$ cat src/design/bcm_pkg.sv
// Shared types, widths, register indexes and constant functions of the band cascade mixer.
package bcm_pkg;

  localparam int MAX_CASCADES_DEF = 16;

  localparam int MAG_W    = 32;
  localparam int WT_W     = 24;
  localparam int RATIO_W  = 48;
  localparam int USED_W   = 5;
  localparam int LOG_FRAC = 16;
  localparam int LOG_INT  = 6;
  localparam int LOG_W    = LOG_INT + LOG_FRAC;
  localparam int NUM_W    = 64;
  localparam int CFG_IDX_W = 3;
  localparam int CFG_W    = 48;

  localparam logic [RATIO_W-1:0] RATIO_MAX = {RATIO_W{1'b1}};

  localparam logic [CFG_IDX_W-1:0] REG_MIN_WEIGHT      = 3'd0;
  localparam logic [CFG_IDX_W-1:0] REG_WEIGHT_FALLBACK = 3'd1;
  localparam logic [CFG_IDX_W-1:0] REG_ZERO_WEIGHT     = 3'd2;
  localparam logic [CFG_IDX_W-1:0] REG_ZERO_LEVEL      = 3'd3;
  localparam logic [CFG_IDX_W-1:0] REG_ZERO_LEVEL_HARD = 3'd4;
  localparam logic [CFG_IDX_W-1:0] REG_MIX_MODE        = 3'd5;

  localparam logic [WT_W-1:0]    MIN_WEIGHT_RST      = 24'd6554;
  localparam logic [WT_W-1:0]    WEIGHT_FALLBACK_RST = 24'd65536;
  localparam logic [WT_W-1:0]    ZERO_WEIGHT_RST     = 24'd65536;
  localparam logic [RATIO_W-1:0] ZERO_LEVEL_RST      = 48'd338;
  localparam logic [RATIO_W-1:0] ZERO_LEVEL_HARD_RST = 48'd3;

  typedef logic [31:0] ctab_t [LOG_FRAC];

  // Bitwise integer square root, evaluated at elaboration only.
  function automatic logic [63:0] isqrt64(input logic [63:0] v_in);
    logic [63:0] v;
    logic [63:0] res;
    logic [63:0] bit_r;
    v = v_in;
    res = '0;
    bit_r = 64'h4000_0000_0000_0000;
    for (int i = 0; i < 32; i++) begin
      if (bit_r > v) bit_r = bit_r >> 2;
    end
    for (int i = 0; i < 32; i++) begin
      if (bit_r != 0) begin
        if (v >= res + bit_r) begin
          v = v - (res + bit_r);
          res = (res >> 1) + bit_r;
        end else begin
          res = res >> 1;
        end
        bit_r = bit_r >> 2;
      end
    end
    return res;
  endfunction

  // Entry k holds 2^(2^-(k+1)) in Q1.31.
  function automatic ctab_t make_ctab();
    ctab_t t;
    logic [63:0] c;
    c = isqrt64(64'h8000_0000_0000_0000);
    for (int k = 0; k < LOG_FRAC; k++) begin
      t[k] = c[31:0];
      c = isqrt64(c << 31);
    end
    return t;
  endfunction

endpackage

$ cat src/design/bcm_log.sv
// Iterative log2: normalizing shift, then one squaring per fraction bit.
module bcm_log (
  input  logic                          clk,
  input  logic                          rst_n,
  input  logic                          start,
  input  logic [bcm_pkg::RATIO_W-1:0]   ratio,
  output logic                          done,
  output logic [bcm_pkg::LOG_W-1:0]     log_val
);

  localparam logic [1:0] PH_IDLE = 2'd0;
  localparam logic [1:0] PH_NORM = 2'd1;
  localparam logic [1:0] PH_SQ   = 2'd2;

  logic [1:0]                          ph_r, ph_nxt;
  logic                                done_r, done_nxt;
  logic [bcm_pkg::RATIO_W-1:0]         m48_r, m48_nxt;
  logic [bcm_pkg::LOG_INT-1:0]         e_r, e_nxt;
  logic [31:0]                         m_r, m_nxt;
  logic [3:0]                          k_r, k_nxt;
  logic [bcm_pkg::LOG_FRAC-1:0]        frac_r, frac_nxt;
  logic [63:0]                         prod;
  logic [32:0]                         sq;

  assign prod = 64'(m_r) * 64'(m_r);
  assign sq   = prod[63:31];

  always_comb begin
    ph_nxt   = ph_r;
    done_nxt = 1'b0;
    m48_nxt  = m48_r;
    e_nxt    = e_r;
    m_nxt    = m_r;
    k_nxt    = k_r;
    frac_nxt = frac_r;
    unique case (ph_r)
      PH_IDLE: begin
        if (start) begin
          m48_nxt = ratio;
          e_nxt   = bcm_pkg::LOG_INT'(bcm_pkg::RATIO_W - 1);
          ph_nxt  = PH_NORM;
        end
      end
      PH_NORM: begin
        if (m48_r[bcm_pkg::RATIO_W-1]) begin
          m_nxt  = m48_r[bcm_pkg::RATIO_W-1 -: 32];
          k_nxt  = '0;
          ph_nxt = PH_SQ;
        end else begin
          m48_nxt = {m48_r[bcm_pkg::RATIO_W-2:0], 1'b0};
          e_nxt   = e_r - 1'b1;
        end
      end
      PH_SQ: begin
        // A square of 2.0 or more yields a one bit and is halved back into range.
        m_nxt    = sq[32] ? sq[32:1] : sq[31:0];
        frac_nxt = {frac_r[bcm_pkg::LOG_FRAC-2:0], sq[32]};
        k_nxt    = k_r + 1'b1;
        if (k_r == 4'(bcm_pkg::LOG_FRAC - 1)) begin
          ph_nxt   = PH_IDLE;
          done_nxt = 1'b1;
        end
      end
      default: ph_nxt = PH_IDLE;
    endcase
  end

  always_ff @(posedge clk) begin
    if (!rst_n) begin
      ph_r   <= PH_IDLE;
      done_r <= 1'b0;
    end else begin
      ph_r   <= ph_nxt;
      done_r <= done_nxt;
    end
    m48_r  <= m48_nxt;
    e_r    <= e_nxt;
    m_r    <= m_nxt;
    k_r    <= k_nxt;
    frac_r <= frac_nxt;
  end

  assign done    = done_r;
  assign log_val = {e_r, frac_r};

endmodule

$ cat config.mk
export PLATFORM = sky130hd
export DESIGN_NAME = bcm_log
export DESIGN_NICKNAME = d
export VERILOG_FILES = /design/src/design/bcm_pkg.sv /design/src/design/bcm_log.sv
export SDC_FILE = /design/constraint.sdc
export NUM_CORES = 2
export LEC_CHECK = 0
export ABC_AREA = 0
export BUFFER_PORTS_ARGS = -buffer_cell sky130_fd_sc_hd__buf_2
export CORE_MARGIN = 5
export CORE_UTILIZATION = 40
export CTS_CLUSTER_SIZE = 16
export DETAILED_ROUTE_END_ITERATION = 16
export SLEW_MARGIN = 25
export SYNTH_ARGS = -nofsm -noshare
export SYNTH_HDL_FRONTEND = slang
export SYNTH_SLANG_ARGS = --single-unit
$ cat constraint.sdc
create_clock -name clk -period 10.7 [get_ports clk]
set_clock_uncertainty 0.1 [all_clocks]
set_input_delay 1.07 -clock clk [delete_from_list [all_inputs] [get_ports clk]]
set_output_delay 1.07 -clock clk [all_outputs]
set_load 0.02 [all_outputs]
==> out/results.tsv <==
metric	value	unit
CP arrival	9.59	ns
gr usage total	20.1	%
final hold vios	0	
kind of critical path	flop to flop	
Max Cap Viol	0	
H-tree levels	3	
Reg-to-Reg Start	m_r[7]	
Final setup viols	0	
Crit Path Max Fanout	30	
synth warn	0	
reg2reg end	m_r[26]	
DR vias/cell	4.87	
max incr delay on CP	0.97	ns
clock root buffer	clkbuf_16	
post-CTS setup buffers	0	
Mapped Area	0.0338	mm^2
antenna violations before repair	3	
Longest Clk Path Bufs	2	
Routed wire per std cell	18.5	um
site row count	106	
Mapped Avg Cell Area	9.51	um^2
# clock sinks	109	
layout cells sized above 1	5.29	%
post-synth top area share	46.9	%
worst skew pair latency	0.35	ns
hold path depth	0	
Syn Inst Count	3549	
Reg area	0.00324	mm^2
fin crit period	9.59	ns
post-route setup TNS	0	ns
total grt overflow	0	
crit share post-route	89.6	%
Pins Over Slew Limit	0	
RSZ-0062 raised after global routing	false	
Synth cell types	70	
Synth area leader	fa_1	
Core Area	0.0837	mm^2
largest cells by area after synthesis	fa_1 (47%), ha_1 (11%), inv_1 (11%)	
Fill cells	8284	
first-pass GRT wire length	142	mm
CP Launch Type	flop	
DRT iter0 DRCs	1257	
clock slew at reported path FFs	0.08	ns
commonest non-fill, non-tap cells in the layout	inv_1 (982), fa_1 (791), nand2_1 (433), ha_1 (299), and2_1 (232)	
Die W	301	um
number of buffers created by CTS	9	
ys flop type	edfxtp_1	
Final HPWL DP	72.8	mm
register area share after synthesis	9.61	%
Ant. Diodes	0	
#FFs+latches synth	109	
Post-DRT Antenna Nets	0	
worst-margin pin slew	1.12	ns
CTS Hold Bufs	0	
Layout area overhead	6.07	%
DRT Pass-1 Iters	5	
asr flop ratio synth	0	%
worst min path class	flop to flop	
Crit-path slowest cell	edfxtp_1	
footprint of the multi-input gates	0.0263	mm^2
I/O Pins	74	
vias in the first global route	25553	
Vias	22853	
Max-Slew Margin vs Limit	25.3	%
Reg2Reg Setup Slack	1.11	ns
Post-Route WL	86.7	mm
worst hold start	frac_r[3]	
endpoint class of the critical path	flop	
status	completed	
RD Place Congestion	0.925	
CP required	10.71	ns
Synth Net Count	4690	
NumNets Final	4692	
post_cts resized	0	
Max Freq	104	MHz
Post-synth EDFFs	106	
DRC errors left	0	
Starting Density	40.3	%
I/O Buffers	73	
die height	301	um
commonest non-fill, non-tap cell in the layout	inv_1	
largest net degree at the start of global routing	70	
CP most frequent cell	fa_1	
worst reg-to-reg path cell count	27	
hold path endpoint	frac_r[4]	
area of the die	0.0903	mm^2
CTS tree	done	
## synth_stat cells, types with 14 or more instances
library cell and number:
a21o_1 23, o21ai_1 18, o21ai_0 73, edfxtp_1 106
clkbuf_1 128, xnor2_1 44, nand4_1 14, xor2_1 38
ha_1 299, a21oi_1 75, fa_1 791, and2_1 232
o21bai_1 19, inv_1 983, nand2_1 433, a31oi_1 23
nor2_1 85
## state kept, by name (all words and copies together) (netlist names)
| name | count |
|---|---|
| ph_r | 2 |
| e_r | 6 |
| done | 1 |
| m_r | 32 |
| k_r | 4 |
| frac_r | 16 |
| m48_r | 48 |
## worst max-delay path: cells and delay by family, from the launching register on
family                     cells  cell delay [ns]
and+or+nand+nor                4             0.83
DFF                            1             0.97
xor gates and xnor gates       1             0.13
buffers and inverters          7             1.28
adders and majority gates      9             4.23
AOI/OAI and AO/OA              6             1.76
## cell type report
type,instances,share of cell area [%]
Clock buffer,9,0.629
Clock inverter,7,0.248
Inverter,985,10.3
Multi-Input combinational cell,2316,73.4
Sequential cell,109,9.06
Tap cell,1134,3.96
Timing Repair Buffer,130,2.38
## cells by family after synthesis
kind of cell / count (synthesis) / synth area share (%)
compound gates: 293 / 5.53
buf+inv: 1124 / 12.6
xor+xnor: 83 / 2.18
fa+ha+maj: 1090 / 58.0
flops: 109 / 9.61
mux: 15 / 0.452
simple gates: 835 / 11.7
## layer usage
layer  up-vias  global-route usage, %  share of wire, %  wire (um)
met5         -                      0                 0          0
met4         0                   4.08               2.5       2210
met3       108                   2.13               4.6       4010
met2       482                   35.5                51      44000
met1     11752                   26.9                42      36500
li1      10511                      -                 -          -
## how the worst max path moves through the flow
| stage | start | to | slack, ns | depth (start not counted) |
|---|---|---|---|---|
| global placement | m_r[19] | m_r[29] | 1.40 | 25 |
| finish | m_r[7] | m_r[26] | 1.11 | 27 |
| global route | m_r[13] | m_r[26] | 0.78 | 27 |
| CTS | m_r[19] | m_r[29] | 1.26 | 26 |
| floorplan | m_r[5] | m_r[26] | 3.03 | 26 |
| detailed placement | m_r[7] | m_r[26] | 1.30 | 27 |
## per-stage QoR
step                hold WS (ns)  setup slack, ns  instance area, um^2  std cells  util (%)
global placement           0.325             1.40                35400       4668      42.3
detailed placement         0.327             1.30                35400       4671      42.4
global route               0.360            0.775                35800       4690      42.8
floorplan                  0.422             3.03                33800       3549         -
finish                     0.342             1.11                35800       4690      42.8
CTS                        0.343             1.26                35800       4687      42.7
Power is left out: the tool's default activity adds up to more than one toggle a clock period on the data nets, which glitch-free logic cannot reach.
