**src/design/bcm_pkg.sv**
```systemverilog
// Shared types, widths, register indexes and constant functions of the band cascade mixer.
package bcm_pkg;

  localparam int MAX_CASCADES_DEF = 16;

  localparam int MAG_W    = 32;
  localparam int WT_W     = 24;
  localparam int RATIO_W  = 48;
  localparam int USED_W   = 5;
  localparam int LOG_FRAC = 16;
  localparam int LOG_INT  = 6;
  localparam int LOG_W    = LOG_INT + LOG_FRAC;
  localparam int NUM_W    = 64;
  localparam int CFG_IDX_W = 3;
  localparam int CFG_W    = 48;

  localparam logic [RATIO_W-1:0] RATIO_MAX = {RATIO_W{1'b1}};

  localparam logic [CFG_IDX_W-1:0] REG_MIN_WEIGHT      = 3'd0;
  localparam logic [CFG_IDX_W-1:0] REG_WEIGHT_FALLBACK = 3'd1;
  localparam logic [CFG_IDX_W-1:0] REG_ZERO_WEIGHT     = 3'd2;
  localparam logic [CFG_IDX_W-1:0] REG_ZERO_LEVEL      = 3'd3;
  localparam logic [CFG_IDX_W-1:0] REG_ZERO_LEVEL_HARD = 3'd4;
  localparam logic [CFG_IDX_W-1:0] REG_MIX_MODE        = 3'd5;

  localparam logic [WT_W-1:0]    MIN_WEIGHT_RST      = 24'd6554;
  localparam logic [WT_W-1:0]    WEIGHT_FALLBACK_RST = 24'd65536;
  localparam logic [WT_W-1:0]    ZERO_WEIGHT_RST     = 24'd65536;
  localparam logic [RATIO_W-1:0] ZERO_LEVEL_RST      = 48'd338;
  localparam logic [RATIO_W-1:0] ZERO_LEVEL_HARD_RST = 48'd3;

  typedef logic [31:0] ctab_t [LOG_FRAC];

  // Bitwise integer square root, evaluated at elaboration only.
  function automatic logic [63:0] isqrt64(input logic [63:0] v_in);
    logic [63:0] v;
    logic [63:0] res;
    logic [63:0] bit_r;
    v = v_in;
    res = '0;
    bit_r = 64'h4000_0000_0000_0000;
    for (int i = 0; i < 32; i++) begin
      if (bit_r > v) bit_r = bit_r >> 2;
    end
    for (int i = 0; i < 32; i++) begin
      if (bit_r != 0) begin
        if (v >= res + bit_r) begin
          v = v - (res + bit_r);
          res = (res >> 1) + bit_r;
        end else begin
          res = res >> 1;
        end
        bit_r = bit_r >> 2;
      end
    end
    return res;
  endfunction

  // Entry k holds 2^(2^-(k+1)) in Q1.31.
  function automatic ctab_t make_ctab();
    ctab_t t;
    logic [63:0] c;
    c = isqrt64(64'h8000_0000_0000_0000);
    for (int k = 0; k < LOG_FRAC; k++) begin
      t[k] = c[31:0];
      c = isqrt64(c << 31);
    end
    return t;
  endfunction

endpackage

```
**src/design/bcm_exp.sv**
```systemverilog
// Iterative exp2 of a log2 value: one constant multiply per fraction bit, then a shift.
module bcm_exp (
  input  logic                          clk,
  input  logic                          rst_n,
  input  logic                          start,
  input  logic [bcm_pkg::LOG_W-1:0]     log_val,
  output logic                          done,
  output logic [bcm_pkg::RATIO_W-1:0]   value
);

  localparam bcm_pkg::ctab_t CTAB = bcm_pkg::make_ctab();

  localparam logic [1:0] PH_IDLE  = 2'd0;
  localparam logic [1:0] PH_RUN   = 2'd1;
  localparam logic [1:0] PH_SHIFT = 2'd2;

  logic [1:0]                          ph_r, ph_nxt;
  logic                                done_r, done_nxt;
  logic [31:0]                         x_r, x_nxt;
  logic [bcm_pkg::LOG_INT-1:0]         ip_r, ip_nxt;
  logic [bcm_pkg::LOG_FRAC-1:0]        fp_r, fp_nxt;
  logic [3:0]                          k_r, k_nxt;
  logic [bcm_pkg::RATIO_W-1:0]         val_r, val_nxt;
  logic [63:0]                         prod;

  assign prod = 64'(x_r) * 64'(CTAB[k_r]);

  always_comb begin
    ph_nxt   = ph_r;
    done_nxt = 1'b0;
    x_nxt    = x_r;
    ip_nxt   = ip_r;
    fp_nxt   = fp_r;
    k_nxt    = k_r;
    val_nxt  = val_r;
    unique case (ph_r)
      PH_IDLE: begin
        if (start) begin
          x_nxt  = 32'h8000_0000;
          ip_nxt = log_val[bcm_pkg::LOG_W-1:bcm_pkg::LOG_FRAC];
          fp_nxt = log_val[bcm_pkg::LOG_FRAC-1:0];
          k_nxt  = '0;
          ph_nxt = PH_RUN;
        end
      end
      PH_RUN: begin
        if (fp_r[bcm_pkg::LOG_FRAC-1]) x_nxt = prod[62:31];
        fp_nxt = {fp_r[bcm_pkg::LOG_FRAC-2:0], 1'b0};
        k_nxt  = k_r + 1'b1;
        if (k_r == 4'(bcm_pkg::LOG_FRAC - 1)) ph_nxt = PH_SHIFT;
      end
      PH_SHIFT: begin
        if (ip_r > 6'd47) begin
          val_nxt = bcm_pkg::RATIO_MAX;
        end else if (ip_r >= 6'd31) begin
          val_nxt = bcm_pkg::RATIO_W'(x_r) << (ip_r - 6'd31);
        end else begin
          val_nxt = bcm_pkg::RATIO_W'(x_r >> (6'd31 - ip_r));
        end
        ph_nxt   = PH_IDLE;
        done_nxt = 1'b1;
      end
      default: ph_nxt = PH_IDLE;
    endcase
  end

  always_ff @(posedge clk) begin
    if (!rst_n) begin
      ph_r   <= PH_IDLE;
      done_r <= 1'b0;
    end else begin
      ph_r   <= ph_nxt;
      done_r <= done_nxt;
    end
    x_r   <= x_nxt;
    ip_r  <= ip_nxt;
    fp_r  <= fp_nxt;
    k_r   <= k_nxt;
    val_r <= val_nxt;
  end

  assign done  = done_r;
  assign value = val_r;

endmodule

```
**config.mk**
```make
export PLATFORM = sky130hd
export DESIGN_NAME = bcm_exp
export DESIGN_NICKNAME = d
export VERILOG_FILES = /design/src/design/bcm_pkg.sv /design/src/design/bcm_exp.sv
export SDC_FILE = /design/constraint.sdc
export NUM_CORES = 2
export LEC_CHECK = 0
export ABC_AREA = 1
export BUFFER_PORTS_ARGS = -buffer_cell sky130_fd_sc_hd__buf_2
export CAP_MARGIN = 10
export CORE_UTILIZATION = 38
export DETAILED_ROUTE_END_ITERATION = 12
export PLACE_DENSITY_LB_ADDON = 0.12
export SYNTH_ARGS = -nofsm -noshare
export SYNTH_HDL_FRONTEND = slang
export SYNTH_SLANG_ARGS = --single-unit
```
**constraint.sdc**
```tcl
create_clock -name clk -period 14.55 [get_ports clk]
set_input_delay 4.365 -clock clk [delete_from_list [all_inputs] [get_ports clk]]
set_output_delay 4.365 -clock clk [all_outputs]
set_load 0.02 [all_outputs]
```
==> flow_summary_export.csv <==
group,metric,value,unit
status,status,"completed",
synthesis,yosysTopAreaCell,"fa_1",
drt,wl_per_cell,23.7,um
timing,final.min_clock_period,9430,ps
placement,place_hpwl,120000,um
finish,layout_common_cells,"inv_1, nand2_1, fa_1",
finish,fin_cells,6392,
grt,antenna_found_initial,2,
timing,rsz0062_at_grt,"false",
placement,portBuffers,73,
timing,fin_setup_tns,0,ps
drt,via_per_inst,5.22,
setup_path,required,14720,ps
finish,final_nets,6188,
finish,diodes,0,
grt,grt_util_met2,0.461,
grt,grt_use_total,0.294,
synthesis,syn_inst,5068,
synthesis,yosysUniqueCellTypes,57,
timing,max_freq,106,MHz
clock_network,clock-sinks,109,
synthesis,synthFlopType,"edfxtp_1",
setup_path,crit_type,"flop to flop",
floorplanning,dieArea,0.106,mm^2
timing,slew_headroom,0.143,
finish,fin_util,0.405,
grt,gr-usage-met3,0.0403,
placement,routabilityCongestion,0.953,
timing,finClkSkew,23.7,ps
drt,drt-initial-drc-count,2898,
finish,seq_area,0.00324,mm^2
setup_path,r2r_setup_slack,5120,ps
setup_path,worst_path_max_delay_cell,"edfxtp_1",
clock_network,clock_path_buffers,2,
finish,syn_to_final_growth,5.36,%
clock_network,clkLatencyLatePin,430,ps
setup_path,arrival,9610,ps
setup_path,slowest_delay,930,ps
synthesis,avgSynthCellArea,7.89,um^2
timing,drv_slew,0,
setup_path,start_kind,"flop",
grt,grt_pass1_vias,34400,
placement,post-place-cells,6376,
setup_path,critPathMaxFanout,28,
clock_network,path_clk_slew,90,ps
grt,overflow,0,
drt,vias,33400,
synthesis,seq_area_frac_synth,0.0811,
setup_path,reg2reg_to,"x_r[8]$_SDFFCE_PN0P_",
grt,grt_use_met1,0.423,
clock_network,htreeDepth,3,
finish,mostFrequentLayoutCell,"inv_1",
clock_network,cts_tree,"built",
setup_path,reg2reg_from,"k_r[2]$_SDFFCE_PN0P_",
clock_network,cts.hold.buffers_added,0,
drt,first_pass_iters,5,
floorplanning,die_height,326,um
synthesis,synth_top_area_frac,0.432,
setup_path,critPathLaunch,"k_r[2]$_SDFFCE_PN0P_",
floorplanning,placementRows,118,
synthesis,synth-edff-count,106,
drt,drc,0,
clock_network,cts_resized,0,
finish,fill_cells,11000,
floorplanning,io-pin-count,74,
synthesis,synth_area_leaders,"fa_1, inv_1, ha_1, nand2_1, edfxtp_1",
timing,setup_viol,0,
setup_path,ff2ff_path_depth,28,
clock_network,cts-root-buf,"clkbuf_16",
grt,grt_first_pass_wirelength,230000,um
flow_run,maxCapViolations,0,
synthesis,yosys_warnings,0,
clock_network,cts_made_buffers,9,
synthesis,synthesis.nets,6249,
floorplanning,start_util,0.385,
synthesis,netlist_area,0.0400,mm^2
timing,tightest_slew,1280,ps
floorplanning,coreArea,0.104,mm^2
finish,multi_input_area,0.0315,mm^2
clock_network,postCtsSetupBuffers,0,
setup_path,endpoint_kind,"flop",
timing,fin_crit_sh,0.648,
drt,drt_wl_total,152000,um
finish,drive_gt1_frac,0.0461,
hold_path,holdCritPathClass,"flop to flop",
setup_path,crit_top_cell,"fa_1",
setup_path,endpoint,"x_r[8]$_SDFFCE_PN0P_",
grt,busiest_layer,"met2",
synthesis,synthArstFlopShare,0,
floorplanning,die_w,326,um
timing,hold_violations,0,
synthesis,synth-seq-cells,109,
drt,ant_nets,0,
grt,grt_start_max_net_pins,64,
-- worst min path at each step --
stage                               startpoint                end  cells after the start
after floorplan           ph_r[0]$_SDFFE_PN0P_    done$_SDFF_PN0_                      1
after global placement       fp_r[7]$_DFFE_PP_  fp_r[8]$_DFFE_PP_                      2
after detailed placement     fp_r[3]$_DFFE_PP_  fp_r[4]$_DFFE_PP_                      2
after CTS                    fp_r[3]$_DFFE_PP_  fp_r[4]$_DFFE_PP_                      2
after global routing         fp_r[6]$_DFFE_PP_  fp_r[7]$_DFFE_PP_                      2
final                        fp_r[3]$_DFFE_PP_  fp_r[4]$_DFFE_PP_                      2
-- metrics by stage --
stage	hold slack, ps	cell area (um^2)	setup WS, ps
final	525	42100	5120
after global routing	546	42100	4620
after detailed placement	502	41800	5180
after floorplan	445	40000	7000
after CTS	526	42100	5170
after global placement	497	41800	5080
-- Yosys cell counts (all sizes together) (3+ instances only) --
cell,number
a211oi,3
a21boi,9
a21o,13
a21oi,152
a31oi,12
and3,3
buf,54
clkbuf,181
clkinv,19
dfxtp,3
edfxtp,106
fa,863
ha,293
inv,1126
mux2i,17
nand2,980
nand3,71
nand3b,3
nand4,8
nor2,788
nor3,39
o2111ai,13
o211ai,20
o21a,18
o21ai,222
o21bai,13
o221ai,9
o22ai,4
o31ai,3
or2,4
xnor2,6
xor2,3
-- state kept, by name, summed over array words and instances (netlist names) --
name	cells
ph_r	2
fp_r	16
value	48
ip_r	6
done	1
x_r	32
k_r	4
-- cell type report --
type / instances / share of cell area
Tap cell: 1380 / 0.0410
Multi-Input combinational cell: 3579 / 0.748
Clock inverter: 6 / 0.00160
Clock buffer: 10 / 0.00544
Timing Repair Buffer: 163 / 0.0247
Inverter: 1145 / 0.102
Sequential cell: 109 / 0.0770
-- metal layers --
metal / part of all wire / wire, um
met4: 0.032 / 4830
met3: 0.073 / 11100
met5: 0.000066 / 10
met1: 0.45 / 68100
met2: 0.45 / 67800
-- cells by family (layout without fill, tap and decap cells) --
group | count (synthesis) | count (layout) | synth area share
AO/OA/AOI/OAI | 498 | 498 | 0.0709
XOR/XNOR | 9 | 9 | 0.00235
adder cells (fa/ha/maj) | 1156 | 1156 | 0.524
buffers and inverters | 1380 | 1324 | 0.132
flip-flops | 109 | 109 | 0.0811
multiplexers | 17 | 17 | 0.00426
AND/OR/NAND/NOR | 1899 | 1899 | 0.186
-- worst max-delay path, delay by kind of cell, from the launching register on --
family                     cells  cell delay [ps]
AOI/OAI and AO/OA              5             1410
adders and majority gates      9             4440
buffers and inverters          7             1350
DFF                            1              930
and+or+nand+nor                7             1020
Power is left out: the tool's default activity adds up to more than one toggle a clock period on the data nets, which glitch-free logic cannot reach.
