$ cat config.mk
export PLATFORM = sky130hd
export DESIGN_NAME = bcm_div
export DESIGN_NICKNAME = d
export VERILOG_FILES = /design/src/design/bcm_pkg.sv /design/src/design/bcm_div.sv
export SDC_FILE = /design/constraint.sdc
export NUM_CORES = 1
export LEC_CHECK = 0
export BUFFER_PORTS_ARGS = -buffer_cell sky130_fd_sc_hd__buf_2
export CORE_ASPECT_RATIO = 1.5
export CORE_MARGIN = 8
export CORE_UTILIZATION = 50
export DETAILED_ROUTE_END_ITERATION = 10
export PLACE_DENSITY = 0.72
export SYNTH_ARGS = -nofsm -noshare
export SYNTH_HDL_FRONTEND = slang
export SYNTH_SLANG_ARGS = --single-unit
$ cat constraint.sdc
create_clock -name clk -period 2.7 [get_ports clk]
set_input_delay 0.135 -clock clk [delete_from_list [all_inputs] [get_ports clk]]
set_output_delay 0.135 -clock clk [all_outputs]
set_load 0.05 [all_outputs]
$ cat src/design/bcm_pkg.sv
// Shared types, widths, register indexes and constant functions of the band cascade mixer.
package bcm_pkg;

  localparam int MAX_CASCADES_DEF = 16;

  localparam int MAG_W    = 32;
  localparam int WT_W     = 24;
  localparam int RATIO_W  = 48;
  localparam int USED_W   = 5;
  localparam int LOG_FRAC = 16;
  localparam int LOG_INT  = 6;
  localparam int LOG_W    = LOG_INT + LOG_FRAC;
  localparam int NUM_W    = 64;
  localparam int CFG_IDX_W = 3;
  localparam int CFG_W    = 48;

  localparam logic [RATIO_W-1:0] RATIO_MAX = {RATIO_W{1'b1}};

  localparam logic [CFG_IDX_W-1:0] REG_MIN_WEIGHT      = 3'd0;
  localparam logic [CFG_IDX_W-1:0] REG_WEIGHT_FALLBACK = 3'd1;
  localparam logic [CFG_IDX_W-1:0] REG_ZERO_WEIGHT     = 3'd2;
  localparam logic [CFG_IDX_W-1:0] REG_ZERO_LEVEL      = 3'd3;
  localparam logic [CFG_IDX_W-1:0] REG_ZERO_LEVEL_HARD = 3'd4;
  localparam logic [CFG_IDX_W-1:0] REG_MIX_MODE        = 3'd5;

  localparam logic [WT_W-1:0]    MIN_WEIGHT_RST      = 24'd6554;
  localparam logic [WT_W-1:0]    WEIGHT_FALLBACK_RST = 24'd65536;
  localparam logic [WT_W-1:0]    ZERO_WEIGHT_RST     = 24'd65536;
  localparam logic [RATIO_W-1:0] ZERO_LEVEL_RST      = 48'd338;
  localparam logic [RATIO_W-1:0] ZERO_LEVEL_HARD_RST = 48'd3;

  typedef logic [31:0] ctab_t [LOG_FRAC];

  // Bitwise integer square root, evaluated at elaboration only.
  function automatic logic [63:0] isqrt64(input logic [63:0] v_in);
    logic [63:0] v;
    logic [63:0] res;
    logic [63:0] bit_r;
    v = v_in;
    res = '0;
    bit_r = 64'h4000_0000_0000_0000;
    for (int i = 0; i < 32; i++) begin
      if (bit_r > v) bit_r = bit_r >> 2;
    end
    for (int i = 0; i < 32; i++) begin
      if (bit_r != 0) begin
        if (v >= res + bit_r) begin
          v = v - (res + bit_r);
          res = (res >> 1) + bit_r;
        end else begin
          res = res >> 1;
        end
        bit_r = bit_r >> 2;
      end
    end
    return res;
  endfunction

  // Entry k holds 2^(2^-(k+1)) in Q1.31.
  function automatic ctab_t make_ctab();
    ctab_t t;
    logic [63:0] c;
    c = isqrt64(64'h8000_0000_0000_0000);
    for (int k = 0; k < LOG_FRAC; k++) begin
      t[k] = c[31:0];
      c = isqrt64(c << 31);
    end
    return t;
  endfunction

endpackage

$ cat src/design/bcm_div.sv
// Restoring radix-2 divider, one quotient bit per cycle.
module bcm_div (
  input  logic                              clk,
  input  logic                              rst_n,
  input  logic                              start,
  input  logic [bcm_pkg::NUM_W-1:0]         num,
  input  logic [bcm_pkg::WT_W-1:0]          den,
  output logic                              done,
  output logic [bcm_pkg::NUM_W-1:0]         quo
);

  localparam int CW = $clog2(bcm_pkg::NUM_W + 1);

  logic                          busy_r, busy_nxt;
  logic                          done_r, done_nxt;
  logic [CW-1:0]                 cnt_r, cnt_nxt;
  logic [bcm_pkg::NUM_W-1:0]     q_r, q_nxt;
  logic [bcm_pkg::WT_W-1:0]      rem_r, rem_nxt;
  logic [bcm_pkg::WT_W-1:0]      den_r, den_nxt;
  logic [bcm_pkg::WT_W:0]        rem_sh;
  logic                          ge;

  assign rem_sh = {rem_r, q_r[bcm_pkg::NUM_W-1]};
  assign ge     = rem_sh >= {1'b0, den_r};

  always_comb begin
    busy_nxt = busy_r;
    done_nxt = 1'b0;
    cnt_nxt  = cnt_r;
    q_nxt    = q_r;
    rem_nxt  = rem_r;
    den_nxt  = den_r;
    if (start) begin
      busy_nxt = 1'b1;
      cnt_nxt  = '0;
      q_nxt    = num;
      rem_nxt  = '0;
      den_nxt  = den;
    end else if (busy_r) begin
      rem_nxt = ge ? bcm_pkg::WT_W'(rem_sh - {1'b0, den_r}) : rem_sh[bcm_pkg::WT_W-1:0];
      q_nxt   = {q_r[bcm_pkg::NUM_W-2:0], ge};
      cnt_nxt = cnt_r + 1'b1;
      if (cnt_r == CW'(bcm_pkg::NUM_W - 1)) begin
        busy_nxt = 1'b0;
        done_nxt = 1'b1;
      end
    end
  end

  always_ff @(posedge clk) begin
    if (!rst_n) begin
      busy_r <= 1'b0;
      done_r <= 1'b0;
    end else begin
      busy_r <= busy_nxt;
      done_r <= done_nxt;
    end
    cnt_r <= cnt_nxt;
    q_r   <= q_nxt;
    rem_r <= rem_nxt;
    den_r <= den_nxt;
  end

  assign done = done_r;
  assign quo  = q_r;

endmodule

==> results of run 1 <==
## per-layer routing
layer,vias to the layer above,GRT usage (%),routed length (um)
met2,149,33.7,7810
met5,-,0,0
met1,2187,20.8,5870
li1,2285,-,-
met4,0,7.07,200
met3,15,8.51,1310
## metrics by stage
stage / cell area (um^2) / util, % / instances
finish: 8010 / 67.0 / 869
global route: 8010 / 67.0 / 869
CTS: 7980 / 66.8 / 868
detailed placement: 7070 / 59.1 / 811
global placement: 7070 / 59.1 / 811
floorplan: 6140 / - / 517
## worst paths after layout
| kind | from | to | slack, ps | cells past startpoint |
|---|---|---|---|---|
| min | num[50] | quo[50] | 20 | 2 |
| max reg2reg | quo[63] | rem_r[22] | 140 | 12 |
| min reg2reg | cnt_r[5] | cnt_r[5] | 500 | 2 |
| max | quo[63] | rem_r[22] | 140 | 12 |
## power by group
| part | internal [mW] | switching, mW | total [mW] | leakage (nW) |
|---|---|---|---|---|
| Sequential | 2.20 | 0.0937 | 2.29 | 1.15 |
| Clock | 1.66 | 0.881 | 2.55 | 0.325 |
| Combinational | 0.472 | 0.848 | 1.32 | 1.94 |
| Total | 4.33 | 1.82 | 6.16 | 3.41 |
## registers in the layout, summed over array words and instances (netlist names)
signal	count
done	1
busy_r	1
cnt_r	7
quo	64
den_r	24
rem_r	24
## critical path: cells and delay by family, from the launching register on
kind                     cells  cell delay, ps
adder cells (fa/ha/maj)      2             630
AND/OR/NAND/NOR              2             260
buffers and inverters        2             210
AO/OA/AOI/OAI                5             830
flip-flops                   1             360
XOR/XNOR                     1             150
## cells by family after synthesis
kind of cell,after synthesis,synth area share (%)
compound gates,98,10.5
xor+xnor,25,3.57
fa+ha+maj,26,5.43
buf+inv,54,3.94
flops,121,53.9
mux,74,13.4
simple gates,119,9.33
## cell usage in the layout (no fill, tap or decap), types with 13 or more instances in the layout
cell type and n:
edfxtp_1 88, clkbuf_16 17, nor2_1 36, mux2_2 64, dlygate4sd3_1 25, nand2_1 30, dfxtp_1 33, buf_2 154
o21ai_0 14, a21oi_1 29, xnor2_1 13, ha_1 25, inv_1 30
## timing repair
item / in CTS / in global routing
buffers inserted: 0 / 1
pin swaps: 0 / 3
hold buffers: 25 / 0
hold endpoints to repair: 26 / 0
endpoints found under the setup margin: 7 / 8
resized for setup: 1 / 5
## final cells by class
class	count	share of cell area (%)
clock inverters	15	2.97
multi-input cells	342	32.6
clock buffers	17	5.31
flip-flops and latches	121	41.3
well taps	153	2.39
repair buffers	191	14.1
inverters	30	1.41
==> reports/results.ini, run 1 <==
[floorplanning]
row_count = 49
die_w_um = 106
dieArea_um2 = 16100
die_h_um = 152
pin_count = 156
core_um2 = 12000
initial_utilization_pct = 51.3

[sta]
clock-skew-final_ps = 8.61
post-route-period-util_pct = 94.7
hold_viol = 0
tightestPinTransition_ps = 799
final.min_clock_period_ps = 2560
slew_violations = 0
worst_slack_ps = 142
slew_headroom_pct = 46.7
final.setup.tns_ps = 0
finalSetupViolations = 0
hold_slack_ps = 18.0
max_freq_mhz = 391

[yosys]
synth_common_cells = edfxtp_1, mux2_2, nor2_1
syn_avg_cell_area_um2 = 11.9
ys_seq_area_share_pct = 53.9
synth_cell_types = 51
synth_nets = 634
synthTopCellsByArea = edfxtp_1, mux2_2, dfxtp_1, ha_1, a21oi_1
synth_top_area_share_pct = 43.1
netlist_area_um2 = 6130
yosysTopAreaCell = edfxtp_1
synth_seq_cells = 121
yosys_warnings = 0
synth_flop_cell = edfxtp_1
synth_most_common_cell = edfxtp_1
async_reset_ff_share_pct = 0
synth-edff-count = 88
syn_inst = 517

[min_path]
hp-class = primary input to flip-flop

[finish]
final_nets = 820
regArea_um2 = 3300
area_growth_pct = 30.6
nFillCells = 913
drive_gt1_share_pct = 38.3
multi_input_area_um2 = 2610
n_antenna_cell = 0

[detailed_routing]
drt_wl_total_um = 15200
wire_per_inst_um = 17.5
ant_nets = 0
drtIter0Drc = 220
avgViaCountPerCell = 5.33
route.detailed.drc = 0
vias = 4636
first_pass_iters = 4

[critical_path]
cp.required_ps = 2980
crit_arrival_ps = 2840
crit_path_start_kind = flip-flop
max_stage_delay_ps = 420
crit_chain = inv_1, ha_1, fa_1, nand2b_4, a211oi_2, buf_4, o21ai_0, nand2_1, o31ai_1, a21oi_1, xnor2_1, o221ai_1
slowest_stage = fa_1
crit_type = flip-flop to flip-flop
cp-end-kind = flip-flop
critPathMaxFanout = 3

[clock_network]
clk_latency_ps = 410
root_buffer = clkbuf_16
clk_pin_slew_worst_paths_ps = 60
cts_buffers = 17
cts_tree = yes
htree_levels = 4
clock_sinks = 121
clk_path_buf_depth = 2

[global_route]
grt_pass1_vias = 5069
overflow = 0
grt_max_degree = 117
antenna_found_initial = 0
grtUsageTotal_pct = 19.5
grt_first_pass_wirelength_um = 24800

[power_and_ir_drop]
ir_drop_mv = 0.468
total_power_mw = 6.16
power_density_nw_per_um2 = 769
p_leak_nw = 3.41

[place]
io_buffers = 155
place_ws_ps = -56.3
gp_congestion = 0.848
post-dp-hpwl_um = 10700

[outcome]
status = finished, final reports clean

[run]
maxCapViolCount = 0

Note: power is estimated with default switching activity, not from simulation.
==> run 2: changes to the inputs <==
--- a/config.mk
+++ b/config.mk
@@ -5,12 +5,12 @@
 export SDC_FILE = /design/constraint.sdc
 export NUM_CORES = 1
 export LEC_CHECK = 0
-export BUFFER_PORTS_ARGS = -buffer_cell sky130_fd_sc_hd__buf_2
 export CORE_ASPECT_RATIO = 1.5
 export CORE_MARGIN = 8
 export CORE_UTILIZATION = 50
 export DETAILED_ROUTE_END_ITERATION = 10
-export PLACE_DENSITY = 0.72
+export DONT_BUFFER_PORTS = 1
+export PLACE_DENSITY = 0.77
 export SYNTH_ARGS = -nofsm -noshare
 export SYNTH_HDL_FRONTEND = slang
 export SYNTH_SLANG_ARGS = --single-unit
==> run 2 against run 1 <==
Cell count shrank 10%. First-iteration DRC count rose by 4.1%. Sequential cell count is the same. Critical path depth down 2. Non-clock buffer count down 88. Largest power group is now registers. Utilization fell by 1.1 points. Clock-buffer cell count rose by 1. Global-route usage up 1.0 points. Final area down 1.7%. Sequential power up 17%. Clock power shrank 9.8%.
==> reports/results.ini, run 2 (synthesis results as in run 1) <==
[sta]
slew_headroom_pct = 60.5  ; +14 points
final.min_clock_period_ps = 2540  ; -18.1 ps
clock-skew-final_ps = 12.7  ; +4.06 ps
hold_slack_ps = 37.7  ; +19.7 ps
hold_viol = 0  ; unchanged
tightestPinTransition_ps = 593  ; -206 ps
grt_setup_unrepaired = no
worst_slack_ps = 160  ; +18.1 ps
final.setup.tns_ps = 0  ; unchanged
post-route-period-util_pct = 94.1  ; -0.67 points
finalSetupViolations = 0  ; unchanged
slew_violations = 0  ; unchanged
max_freq_mhz = 394  ; +0.71%

[global_route]
grt_first_pass_wirelength_um = 25600  ; +3.5%
grt_pass1_vias = 4918  ; -3.0%
grt_max_degree = 109  ; -6.8%
overflow = 0  ; unchanged
grtUsageTotal_pct = 20.6  ; +1.0 points
antenna_found_initial = 0  ; unchanged

[power_and_ir_drop]
p_leak_nw = 3.05  ; -11%
ir_drop_mv = 0.549  ; +17%
total_power_mw = 5.87  ; -4.6%
power_density_nw_per_um2 = 746  ; -3.0%

[detailed_routing]
route.detailed.drc = 0  ; unchanged
drtIter0Drc = 229  ; +4.1%
first_pass_iters = 4  ; unchanged
wire_per_inst_um = 20.6  ; +18%
vias = 4525  ; -2.4%
avgViaCountPerCell = 5.79  ; +8.6%
ant_nets = 0  ; unchanged
drt_wl_total_um = 16100  ; +6.1%

[floorplanning]
row_count = 49  ; unchanged
pin_count = 156  ; unchanged
die_w_um = 106  ; unchanged
core_um2 = 12000  ; unchanged
initial_utilization_pct = 51.3  ; unchanged
dieArea_um2 = 16100  ; unchanged
die_h_um = 152  ; unchanged

[critical_path]
r2r_slack_ps = 160  ; +20 ps
r2r-start = den_r[16]
worst-path-buf-inv = 2  ; unchanged
cp.depth = 10  ; -2
cp.required_ps = 2860  ; -120 ps
cp-end-kind = flip-flop
crit_path_start_kind = flip-flop
critical_path.endpoint = quo[0]
reg2regPathDepth = 10  ; -2
max_stage_delay_ps = 360  ; -60 ps
crit_arrival_ps = 2700  ; -140 ps
critPathMaxFanout = 19  ; +16
cp_top_family = simple AND/OR/NAND/NOR gates
slowest_stage = ha_1
crit_type = flip-flop to flip-flop
reg2reg_to = quo[0]
startpoint = den_r[16]
crit_chain = inv_1, ha_1, and3_1, and2_1, a21oi_1, o21ai_1, o21ai_2, nand2_2, buf_12, mux2_2

[finish]
fin_cells = 781  ; -10%
area_growth_pct = 28.4
drive_gt1_share_pct = 18.5  ; -20 points
n_antenna_cell = 0  ; unchanged
final_nets = 732  ; -11%
mostFrequentLayoutCell = dlygate4sd3_1
final_cell_mix = dlygate4sd3_1, edfxtp_1, mux2_2, nor2_1, dfxtp_1
largest_reg_flops = 64  ; unchanged

[clock_network]
root_buffer = clkbuf_16
clk_path_buf_depth = 2  ; unchanged
clock_sinks = 121  ; unchanged
clk_pin_slew_worst_paths_ps = 60  ; about the same
post_cts.repair.setup_buffers = 0  ; unchanged
cts_tree = yes
clk_latency_ps = 420  ; about the same
htree_levels = 4  ; unchanged
cts_buffers = 17  ; unchanged

[place]
post-dp-hpwl_um = 10100  ; -6.1%
place_ws_ps = 167  ; +224 ps
gp_congestion = 0.874  ; +3.0%
numPlacedInstances = 653  ; -19%
io_buffers = 0  ; -100%

[min_path]
hp-class = primary input to flip-flop
hold_depth = 3  ; +1

[outcome]
status = finished, final reports clean

[run]
maxCapViolCount = 0  ; unchanged

-- run 2: cell count changes in the layout (fill, tap and decap cells not counted), moves of 2 or more --
cell	delta
buf_2	-154
dlygate4sd3_1	+70
buf_4	-5
inv_6	-4
clkinv_4	+3
clkinvlp_4	+3
bufinv_16	-2
inv_8	-2
-- run 2: timing repair --
item                                    4_1_cts  5_1_grt
hold buffers                                 96        0
endpoints found under the setup margin        0       14
resized for setup                             0        6
hold endpoints to repair                    140        0
-- run 2: layout make-up --
type,count,area [um^2]
fill,865,4080
sequential,121,3300
multi-input combinational,342,2610
timing repair buffer,103,1060
clock buffer,18,429
tap,153,191
clock inverter,14,174
inverter,30,113
-- run 2: how the worst min path moves through the flow --
| stage | endpoint | slack (ps) | start |
|---|---|---|---|
| after global placement | rem_r[4] | 230 | start |
| after detailed placement | den_r[10] | 230 | den[10] |
| after global routing | rem_r[23] | 70 | start |
| after CTS | rem_r[23] | 20 | start |
| final | rem_r[23] | 40 | start |
| after floorplan | den_r[0] | 230 | den[0] |
-- run 2: layer usage --
metal | routed length, um | up-vias | track usage (%)
met5 | 0 | - | 0
met1 | 5850 | 2194 | 20.9
met2 | 8430 | 194 | 35.8
li1 | - | 2107 | -
met3 | 1400 | 30 | 9.44
met4 | 438 | 0 | 8.69
-- run 2: report_power, final --
group / switching, mW / internal (mW)
sequential: 0.489 / 2.20
combinational: 0.452 / 0.429
clock: 0.845 / 1.45
-- run 2: metrics by stage --
stage | utilization (%) | cell area, um^2
global placement | 52.5 | 6280
global route | 65.9 | 7880
detailed placement | 52.5 | 6280
floorplan | - | 6140
finish | 65.9 | 7880
CTS | 65.7 | 7860
-- run 2: tightest hold or removal path, stage by stage --
cell and delay, ps:
nor3b_1 30, a41oi_1 150, o21ai_1 80
