`config.mk`:
```
export PLATFORM = sky130hd
export DESIGN_NAME = bcm_ram
export DESIGN_NICKNAME = d
export VERILOG_FILES = /design/src/design/bcm_ram.sv
export SDC_FILE = /design/constraint.sdc
export NUM_CORES = 1
export LEC_CHECK = 0
export BUFFER_PORTS_ARGS = -buffer_cell sky130_fd_sc_hd__buf_2
export CELL_PAD_IN_SITES_DETAIL_PLACEMENT = 1
export CELL_PAD_IN_SITES_GLOBAL_PLACEMENT = 1
export CORE_MARGIN = 5
export CORE_UTILIZATION = 48
export CTS_CLUSTER_SIZE = 16
export DETAILED_ROUTE_END_ITERATION = 10
export GPL_ROUTABILITY_DRIVEN = 0
export GPL_TIMING_DRIVEN = 0
export PLACE_DENSITY = 0.82
export SYNTH_ARGS = -nofsm -noshare
export SYNTH_HDL_FRONTEND = slang
export SYNTH_SLANG_ARGS = --single-unit
```
`constraint.sdc`:
```
create_clock -name clk -period 1.6 [get_ports clk]
set_input_delay 0.16 -clock clk [delete_from_list [all_inputs] [get_ports clk]]
set_output_delay 0.16 -clock clk [all_outputs]
set_load 0.02 [all_outputs]
```
`src/design/bcm_ram.sv`:
```
// Generic single-port-write, registered-read RAM.
module bcm_ram #(
  parameter int WIDTH = 8,
  parameter int DEPTH = 16,
  localparam int AW = (DEPTH > 1) ? $clog2(DEPTH) : 1
) (
  input  logic             clk,
  input  logic             we,
  input  logic [AW-1:0]    waddr,
  input  logic [WIDTH-1:0] wdata,
  input  logic             re,
  input  logic [AW-1:0]    raddr,
  output logic [WIDTH-1:0] rdata
);

  logic [WIDTH-1:0] mem [DEPTH];

  always_ff @(posedge clk) begin
    if (we) mem[waddr] <= wdata;
    if (re) rdata <= mem[raddr];
  end

endmodule

```
==> results of run 1 <==
## worst reg2reg max path, delay by kind of cell (launching register included)
kind	cells	cell delay [ns]
compound gates	1	0.29
simple gates	1	0.10
flops	1	0.37
mux	1	0.52
## what timing repair did
item                                    in CTS  in global routing
endpoints found under the setup margin       1                  0
endpoints found under the hold margin        8                  0
hold buffers                                 1                  0
gates resized for setup                      1                  0
## synth_stat cells
master	n	area (um2)
buf_6	3	33.8
edfxtp_1	136	4080
nand2b_1	2	12.5
buf_2	3	15.0
mux4_1	14	368
nand3_1	1	5.00
and2_1	1	6.26
nor2b_1	1	6.26
nand2_1	9	33.8
nand3b_1	2	15.0
a22oi_1	16	120
or3b_2	1	8.76
buf_4	1	7.51
and2b_1	1	7.51
clkdlybuf4s25_2	3	30.0
nor3_1	4	20.0
mux4_2	18	405
nor2_1	13	48.8
## flip-flops by register name (all words and copies together), names as in the netlist
register	flops
mem	128
rdata	8
## power by group through the flow
| stage | clock network, W | logic [W] | registers (W) |
|---|---|---|---|
| finish | 0.00396 | 0.000407 | 0.00403 |
| CTS | 0.00400 | 0.000413 | 0.00404 |
| global placement | 0 | 0.000382 | 0.00410 |
| floorplan | 0 | 0.000203 | 0.00413 |
| global route | 0.00420 | 0.000437 | 0.00404 |
| detailed placement | 0 | 0.000403 | 0.00411 |
## final cells by class
type                       count  share of cell area
clock inverter                14              0.0295
clock buffer                  18              0.0680
tap                          140              0.0285
sequential                   136               0.664
multi-input combinational     83               0.174
buffer                        10              0.0140
timing repair buffer          26              0.0220
## worst paths after layout
check                        endpoint  slack (ns)
hold / removal    mem[8][4]$_DFFE_PP_        0.05
hold reg to reg    rdata[2]$_DFFE_PP_        0.78
setup / recovery   rdata[5]$_DFFE_PP_        0.08
setup reg to reg   rdata[5]$_DFFE_PP_        0.08
## metrics by stage
| stage | setup WS (ns) | std cells | area, um2 |
|---|---|---|---|
| final | 0.0758 | 427 | 6150 |
| after global routing | 0.0216 | 427 | 6150 |
| after CTS | 0.0467 | 427 | 6150 |
| after detailed placement | -0.331 | 394 | 5530 |
| after global placement | -0.326 | 394 | 5530 |
| after floorplan | 0.158 | 229 | 5230 |
## routing by layer
metal	wire [um]	track usage
met2	5760	0.300
met3	634	0.0465
met1	4490	0.249
met5	0	0
met4	133	0.0752
## cells by family (layout without fill, tap and decap cells)
| kind of cell | Yosys count | in the layout | synth area share |
|---|---|---|---|
| compound gates | 16 | 16 | 0.0230 |
| buf+inv | 10 | 68 | 0.0165 |
| flops | 136 | 136 | 0.781 |
| mux | 32 | 32 | 0.148 |
| simple gates | 35 | 35 | 0.0314 |
==> flow_metrics.tcl, run 1 <==
set metrics [dict create \
    syn_inst 229 \
    drv_slew 0 \
    drcViolationCount 0 \
    setup_violations 0 \
    crit_required_ns 1.87 \
    die-area_um2 13100 \
    cp_max_fo 1 \
    drive_gt1_frac 0.296 \
    route.final.wire_length_um 11000 \
    insertion_delay_ns 0.53 \
    cts.reportedPaths.clkPinSlew_ns 0.06 \
    min_path_cells 1 \
    power.internal_w 0.00669 \
    postCtsSetupBuffers 0 \
    final-hold-violation-count 0 \
    synth_nets 248 \
    power.share.clock 0.471 \
    final_cell_mix "136 x edfxtp_1, 28 x buf_2, 18 x mux4_2, 16 x clkbuf_16, 15 x a22oi_1" \
    vias_per_cell 5.77 \
    total_power_w 0.00840 \
    die_h_um 114 \
    post_drt_wl_per_cell_um 25.8 \
    holdWs_ns 0.0454 \
    multi_input_area_um2 1070 \
    layout_min_cycle_time_ns 1.52 \
    powerDensity_nw_per_um2 1370 \
    grt_overflow 0 \
    peakVddDrop_uv 668 \
    dp_hpwl_um 6970 \
    worstMarginPinSlew_ns 1.21 \
    min_from "wdata[4]" \
    clock_sinks 136 \
    htree_levels 4 \
    drt_pass1_iterations 4 \
    cp-start-kind "register" \
    pwr-share-seq 0.480 \
    fin_skew_ns 0.00825 \
    synthDistinctLibCells 18 \
    hold_path.class "primary input to register" \
    maxCapViolCount 0 \
    final.period_utilization 0.953 \
    cp_cell_sequence "mux4_1, a22oi_1, nand2_1" \
    ant_nets 0 \
    critical_path_buf_inv_count 0 \
    syn_area_per_cell_um2 22.8 \
    p_sw_w 0.00172 \
    grt_pass1_vias 2606 \
    worstPathArrival_ns 1.80 \
    grt_max_degree 17 \
    vias 2465 \
    io_pins 27 \
    cts_made_buffers 17 \
    fp.dieW_um 114 \
    fin_util 0.572 \
    port_buffers 25 \
    relSlewSlack 0.186 \
    syn_area_um2 5230 \
    clock_path_buffers 2 \
    ys_ff_latch 136 \
    yosysWarnings 0 \
    max_freq_mhz 656 \
    seq_area_um2 4080 \
    critPathTopFamily "multiplexers" \
    critPathCaptureType "register" \
    path_class "register to register" \
    areaGrowthSynthToFinish_pct 17.6 \
    cpMaxStageDelayCell "mux4_1" \
    yosysSeqAreaShare 0.781 \
    startpoint "mem[1][5]$_DFFE_PP_" \
    totalNegativeSetupSlack_ns 0 \
    combPwrFrac 0.048 \
    leakagePower_nw 2.05 \
    cts_tree "done" \
    r2r_cells 3 \
    start_util 0.486 \
    swShare 0.204 \
    finalNetCount 293 \
    fillCellCount 946 \
    root_buffer "clkbuf_8" \
    outcome "finished clean" \
    n_antenna_cell 0 \
    crit_cells 3 \
    core_um2 10700 \
    critical_path.max_stage_delay_ns 0.52 \
    rsz0062_at_grt "false" \
    worstReg2RegStart "mem[1][5]$_DFFE_PP_" \
    final_common_cell "edfxtp_1" \
    antenna_found_initial 0 \
    grt_pass1_wl_um 16900 \
    rows 38 \
    drtIter0Drc 148 \
    grt_usage 0.188 \
]
(Power assumes the default switching activity.)
==> inputs of run 2 (changes only) <==
--- a/config.mk
+++ b/config.mk
@@ -6,14 +6,15 @@
 export NUM_CORES = 1
 export LEC_CHECK = 0
+export ABC_AREA = 1
 export BUFFER_PORTS_ARGS = -buffer_cell sky130_fd_sc_hd__buf_2
 export CELL_PAD_IN_SITES_DETAIL_PLACEMENT = 1
 export CELL_PAD_IN_SITES_GLOBAL_PLACEMENT = 1
 export CORE_MARGIN = 5
-export CORE_UTILIZATION = 48
+export CORE_UTILIZATION = 44
 export CTS_CLUSTER_SIZE = 16
 export DETAILED_ROUTE_END_ITERATION = 10
 export GPL_ROUTABILITY_DRIVEN = 0
 export GPL_TIMING_DRIVEN = 0
-export PLACE_DENSITY = 0.82
+export PLACE_DENSITY = 0.83
 export SYNTH_ARGS = -nofsm -noshare
 export SYNTH_HDL_FRONTEND = slang
==> constraint.sdc (replaced) <==
create_clock -name clk -period 1.6 [get_ports clk]
set_input_delay 0.16 -clock clk [delete_from_list [all_inputs] [get_ports clk]]
set_output_delay 0.16 -clock clk [all_outputs]
set_load 0.1 [all_outputs]
==> flow_metrics.tcl, run 2 <==
set metrics [dict create \
    ys_ff_latch 136 \
    met2WireLength_um 7910 \
    clock_path_buffers 2 \
    grt_max_degree 17 \
    antenna_found_initial 0 \
    outcome "finished clean" \
    path_class "primary input to register" \
    fp.dieW_um 125 \
    syn_area_um2 5850 \
    synth_nets 570 \
    largest_registers "mem: 128 flops, rdata: 8 flops" \
    yosysWarnings 0 \
    total_power_w 0.00867 \
    cts_tree "done" \
    synthDistinctLibCells 11 \
    drt_pass1_iterations 4 \
    drcViolationCount 0 \
    peakVddDrop_uv 760 \
    cpMaxStageDelayCell "nor2_1" \
    largest_reg_flops 128 \
    top_layer "met4" \
    fin_cells 781 \
    dp_hpwl_um 10500 \
    wl_met3_um 1120 \
    cts_made_buffers 17 \
    cts.reportedPaths.clkPinSlew_ns 0.06 \
    route.final.wire_length_um 15900 \
    final_common_cell "nand2_1" \
    final-hold-violation-count 0 \
    grt_pass1_vias 4321 \
    htree_levels 4 \
    ant_nets 0 \
    fin_skew_ns 0.00863 \
    final_cell_mix "173 x nand2_1, 136 x edfxtp_1, 100 x inv_1, 97 x nand3_1, 36 x buf_2" \
    areaGrowthSynthToFinish_pct 15.8 \
    ctsResizeCount 0 \
    cp-start-kind "primary input" \
    synth_ff_type "edfxtp_1" \
    drtIter0Drc 329 \
    powerDensity_nw_per_um2 1280 \
    die_h_um 125 \
    yosys.area.top_type "edfxtp_1" \
    maxCapViolCount 0 \
    port_buffers 23 \
    dp_cells 750 \
    postCtsSetupBuffers 0 \
    crit_required_ns 1.64 \
    io_pins 27 \
    final.period_utilization 0.851 \
    syn_inst 551 \
    critPathCaptureType "register" \
    drive_gt1_frac 0.121 \
    wl_met1_um 6470 \
    grt_overflow 0 \
    relSlewSlack 0.280 \
    postCtsHoldBufs 0 \
    start_util 0.445 \
    rows 42 \
    yosys-top-cells-count "173 x nand2_1, 136 x edfxtp_1, 100 x inv_1" \
    yosys.area.top_type_share 0.698 \
    synthTopCellsByArea "edfxtp_1 70%, nand2_1 11%, nand3_1 8.3%, inv_1 6.4%, buf_6 1.2%" \
    worstMarginPinSlew_ns 1.08 \
    vias_per_cell 5.25 \
    yosysSeqAreaShare 0.698 \
    hold_path.class "primary input to register" \
    layout_min_cycle_time_ns 1.36 \
    clock_sinks 136 \
    regMostFlops "mem" \
    setup_violations 0 \
    core_um2 13100 \
    leakagePower_nw 2.91 \
    worstPathArrival_ns 1.40 \
    cp_cell_sequence "buf_2, nand3b_1, nor2_1" \
    synth.most_common_cell "nand2_1" \
    n_antenna_cell 0 \
    grt_usage 0.209 \
    finalNetCount 612 \
    grt_pass1_wl_um 24400 \
    rsz0062_at_grt "false" \
    insertion_delay_ns 0.43 \
    cp_max_fo 8 \
    async_reset_ff_frac 0 \
    post_drt_wl_per_cell_um 20.4 \
    root_buffer "clkbuf_16" \
    max_freq_mhz 734 \
    drv_slew 0 \
    vias 4097 \
    synth-edff-count 136 \
    critical_path.max_stage_delay_ns 0.86 \
    die-area_um2 15700 \
    syn_area_per_cell_um2 10.6 \
]
==> run 2: layout make-up <==
cell class              count  area (um2)
well taps                 176         220
repair buffers             23         115
inverters                 102         383
plain buffers              24         166
clock inverters            12         158
flip-flops and latches    136        4080
fillers                  1471        6360
clock buffers              19         433
multi-input cells         289        1210
==> run 2: report_power, final <==
group | switching (W) | internal, W
Combinational | 0.000508 | 0.000150
Sequential | 0.0000202 | 0.00402
Clock | 0.00142 | 0.00256
Total | 0.00194 | 0.00673
==> run 2: kinds of logic after synthesis <==
| logic type | count (synthesis) | share of synthesized area |
|---|---|---|
| DFF | 136 | 0.698 |
| buffers and inverters | 126 | 0.0939 |
| and+or+nand+nor | 289 | 0.208 |
==> run 2: through the flow <==
step | util | setup slack (ns) | TNS [ns] | hold slack, ns | area (um2)
2_1_floorplan | - | 0.489 | 0 | 0.259 | 5850
3_3_place_gp | 0.471 | -0.0278 | -0.421 | 0.510 | 6180
3_5_place_dp | 0.471 | -0.0724 | -2.23 | 0.523 | 6180
4_1_cts | 0.516 | 0.263 | 0 | 0.0821 | 6770
5_1_grt | 0.516 | 0.238 | 0 | 0.0906 | 6770
6_report | 0.516 | 0.238 | 0 | 0.0808 | 6770
==> run 2: worst paths after layout <==
check | start | to | slack [ns] | depth (start not counted)
max | waddr[3] | mem[7][5]$_DFFE_PP_ | 0.24 | 3
min | re | rdata[1]$_DFFE_PP_ | 0.08 | 1
max reg2reg | mem[11][7]$_DFFE_PP_ | rdata[7]$_DFFE_PP_ | 0.35 | 6
min reg2reg | mem[5][6]$_DFFE_PP_ | rdata[6]$_DFFE_PP_ | 0.83 | 6
==> run 2: worst max-delay path, delay by kind of cell <==
kind | cells | cell delay (ns)
buf+inv | 1 | 0.12
simple gates | 2 | 1.11
==> run 2: layer usage <==
layer  up-vias  track usage
li1       1862            -
met5         -            0
met3        31       0.0507
met4         0       0.0816
met2       168        0.347
met1      2036        0.265
==> inputs of run 3 (changes only) <==
- CAP_MARGIN: not set -> 20
- CORE_UTILIZATION: 44 -> 49
- PLACE_DENSITY: 0.83 -> 0.87
- clock period: 1.6 -> 1.27 ns (I/O delays scaled with it)
==> flow_metrics.tcl, run 3 (synthesis gave the netlist of run 2 again) <==
set metrics [dict create \
    outcome "finished with violations" \
    violations "negative setup slack" \
    regMostFlops "mem" \
    min_path_cells 1 \
    max_freq_mhz 785 \
    post_drt_wl_per_cell_um 25.2 \
    htree_levels 4 \
    r2r_cells 6 \
    grt_pass1_vias 4689 \
    insertion_delay_ns 0.43 \
    clock_path_buffers 2 \
    postCtsSetupBuffers 0 \
    relSlewSlack 0.319 \
    cp_cell_sequence "buf_2, nand3b_1, nor2_1" \
    postCtsHoldBufs 0 \
    drv_slew 0 \
    critical_path_buf_inv_count 1 \
    cp-start-kind "primary input" \
    cts.reportedPaths.clkPinSlew_ns 0.06 \
    start_util 0.506 \
    core_um2 11600 \
    port_buffers 23 \
    cts_tree "done" \
    clock_sinks 136 \
    rrSetupSlack_ns 0.01 \
    drcViolationCount 0 \
    drive_gt1_frac 0.150 \
    wl_met1_um 6740 \
    path_class "primary input to register" \
    fin_ws_ns -0.00310 \
    grt_pass1_wl_um 27900 \
    vias 4368 \
    areaGrowthSynthToFinish_pct 16.3 \
    final.period_utilization 1.00 \
    critPathTopFamily "simple AND/OR/NAND/NOR gates" \
    peakVddDrop_uv 1420 \
    drtIter0Drc 439 \
    worstPathArrival_ns 1.32 \
    root_buffer "clkbuf_16" \
    ant_nets 0 \
    rows 39 \
    fp.dieW_um 119 \
    finalNetCount 612 \
    worstMarginPinSlew_ns 1.02 \
    final_cell_mix "172 x nand2_1, 136 x edfxtp_1, 99 x inv_1, 88 x nand3_1, 28 x buf_2" \
    final-hold-violation-count 0 \
    dp_slack_ns -0.382 \
    leakagePower_nw 2.92 \
    critical_path.max_stage_delay_ns 0.82 \
    layout_min_cycle_time_ns 1.27 \
    crit_cells 3 \
    n_antenna_cell 0 \
    largest_reg_flops 128 \
    hold_path.class "primary input to register" \
    die-area_um2 14200 \
    startpoint "waddr[2]" \
    worstReg2RegStart "mem[0][4]$_DFFE_PP_" \
    largest_registers "mem: 128 flops, rdata: 8 flops" \
    crit_end "mem[8][4]$_DFFE_PP_" \
    route.final.wire_length_um 18900 \
    io_pins 27 \
    antenna_found_initial 1 \
    top_layer "met5" \
    dp_hpwl_um 10600 \
    cp_max_fo 8 \
    maxCapViolCount 0 \
    drt_pass1_iterations 5 \
    total_power_w 0.0110 \
    grt_overflow 0 \
    reg2reg_to "rdata[4]$_DFFE_PP_" \
    crit_required_ns 1.31 \
    final_common_cell "nand2_1" \
    grt_max_degree 17 \
    powerDensity_nw_per_um2 1620 \
    wl_met3_um 1740 \
    holdWs_ns 0.0561 \
    setup_violations 4 \
    cpMaxStageDelayCell "nor2_1" \
    critPathCaptureType "register" \
    met2WireLength_um 9460 \
    fin_skew_ns 0.00901 \
    vias_per_cell 5.84 \
    grt_usage 0.273 \
    die_h_um 119 \
    cts_made_buffers 17 \
]
-- run 3: cell types whose count changed in the layout (fill, tap and decap cells not counted), sizes merged --
cell      before  now
bufinv         4    3
clkbuf        19   17
clkinv         7    6
clkinvlp       1    5
-- run 3: worst min-delay path by stage --
stage / to / start / slack (ns)
floorplan: mem[0][0]$_DFFE_PP_ / wdata[0] / 0.23
global placement: rdata[7]$_DFFE_PP_ / re / 0.49
detailed placement: rdata[1]$_DFFE_PP_ / re / 0.50
CTS: rdata[2]$_DFFE_PP_ / re / 0.05
global route: rdata[7]$_DFFE_PP_ / re / 0.05
finish: rdata[2]$_DFFE_PP_ / re / 0.06
-- run 3: through the flow --
step	std cells	TNS, ns	instance area, um2	utilization
after global routing	748	-0.00144	6800	0.588
after floorplan	551	0	5850	-
after CTS	748	-0.0296	6770	0.585
after detailed placement	717	-33.27	6140	0.531
final	748	-0.00705	6800	0.588
after global placement	717	-24.25	6140	0.531
-- run 3: routing by layer --
metal  vias up  GRT usage
met2       294      0.463
met4         2      0.149
met3        77     0.0744
met1      2123      0.314
met5         -          0
li1       1872          -
-- run 3: timing repair --
item / 4_1_cts / 5_1_grt
gates resized for setup: 13 / 9
endpoints found under the setup margin: 11 / 13
pin swaps: 0 / 1
-- run 3: area by class of cell --
type,count,area [um2]
inverter,102,383
sequential,136,4080
clock inverter,14,159
fill,1225,4760
tap,143,179
buffer,24,166
multi-input combinational,289,1270
clock buffer,17,425
timing repair buffer,23,135
-- run 3: power by group --
part / internal, W / leakage [nW] / switching (W)
Combinational: 0.000207 / 1.41 / 0.000699
Sequential: 0.00506 / 1.24 / 0.0000329
Clock: 0.00305 / 0.272 / 0.00194
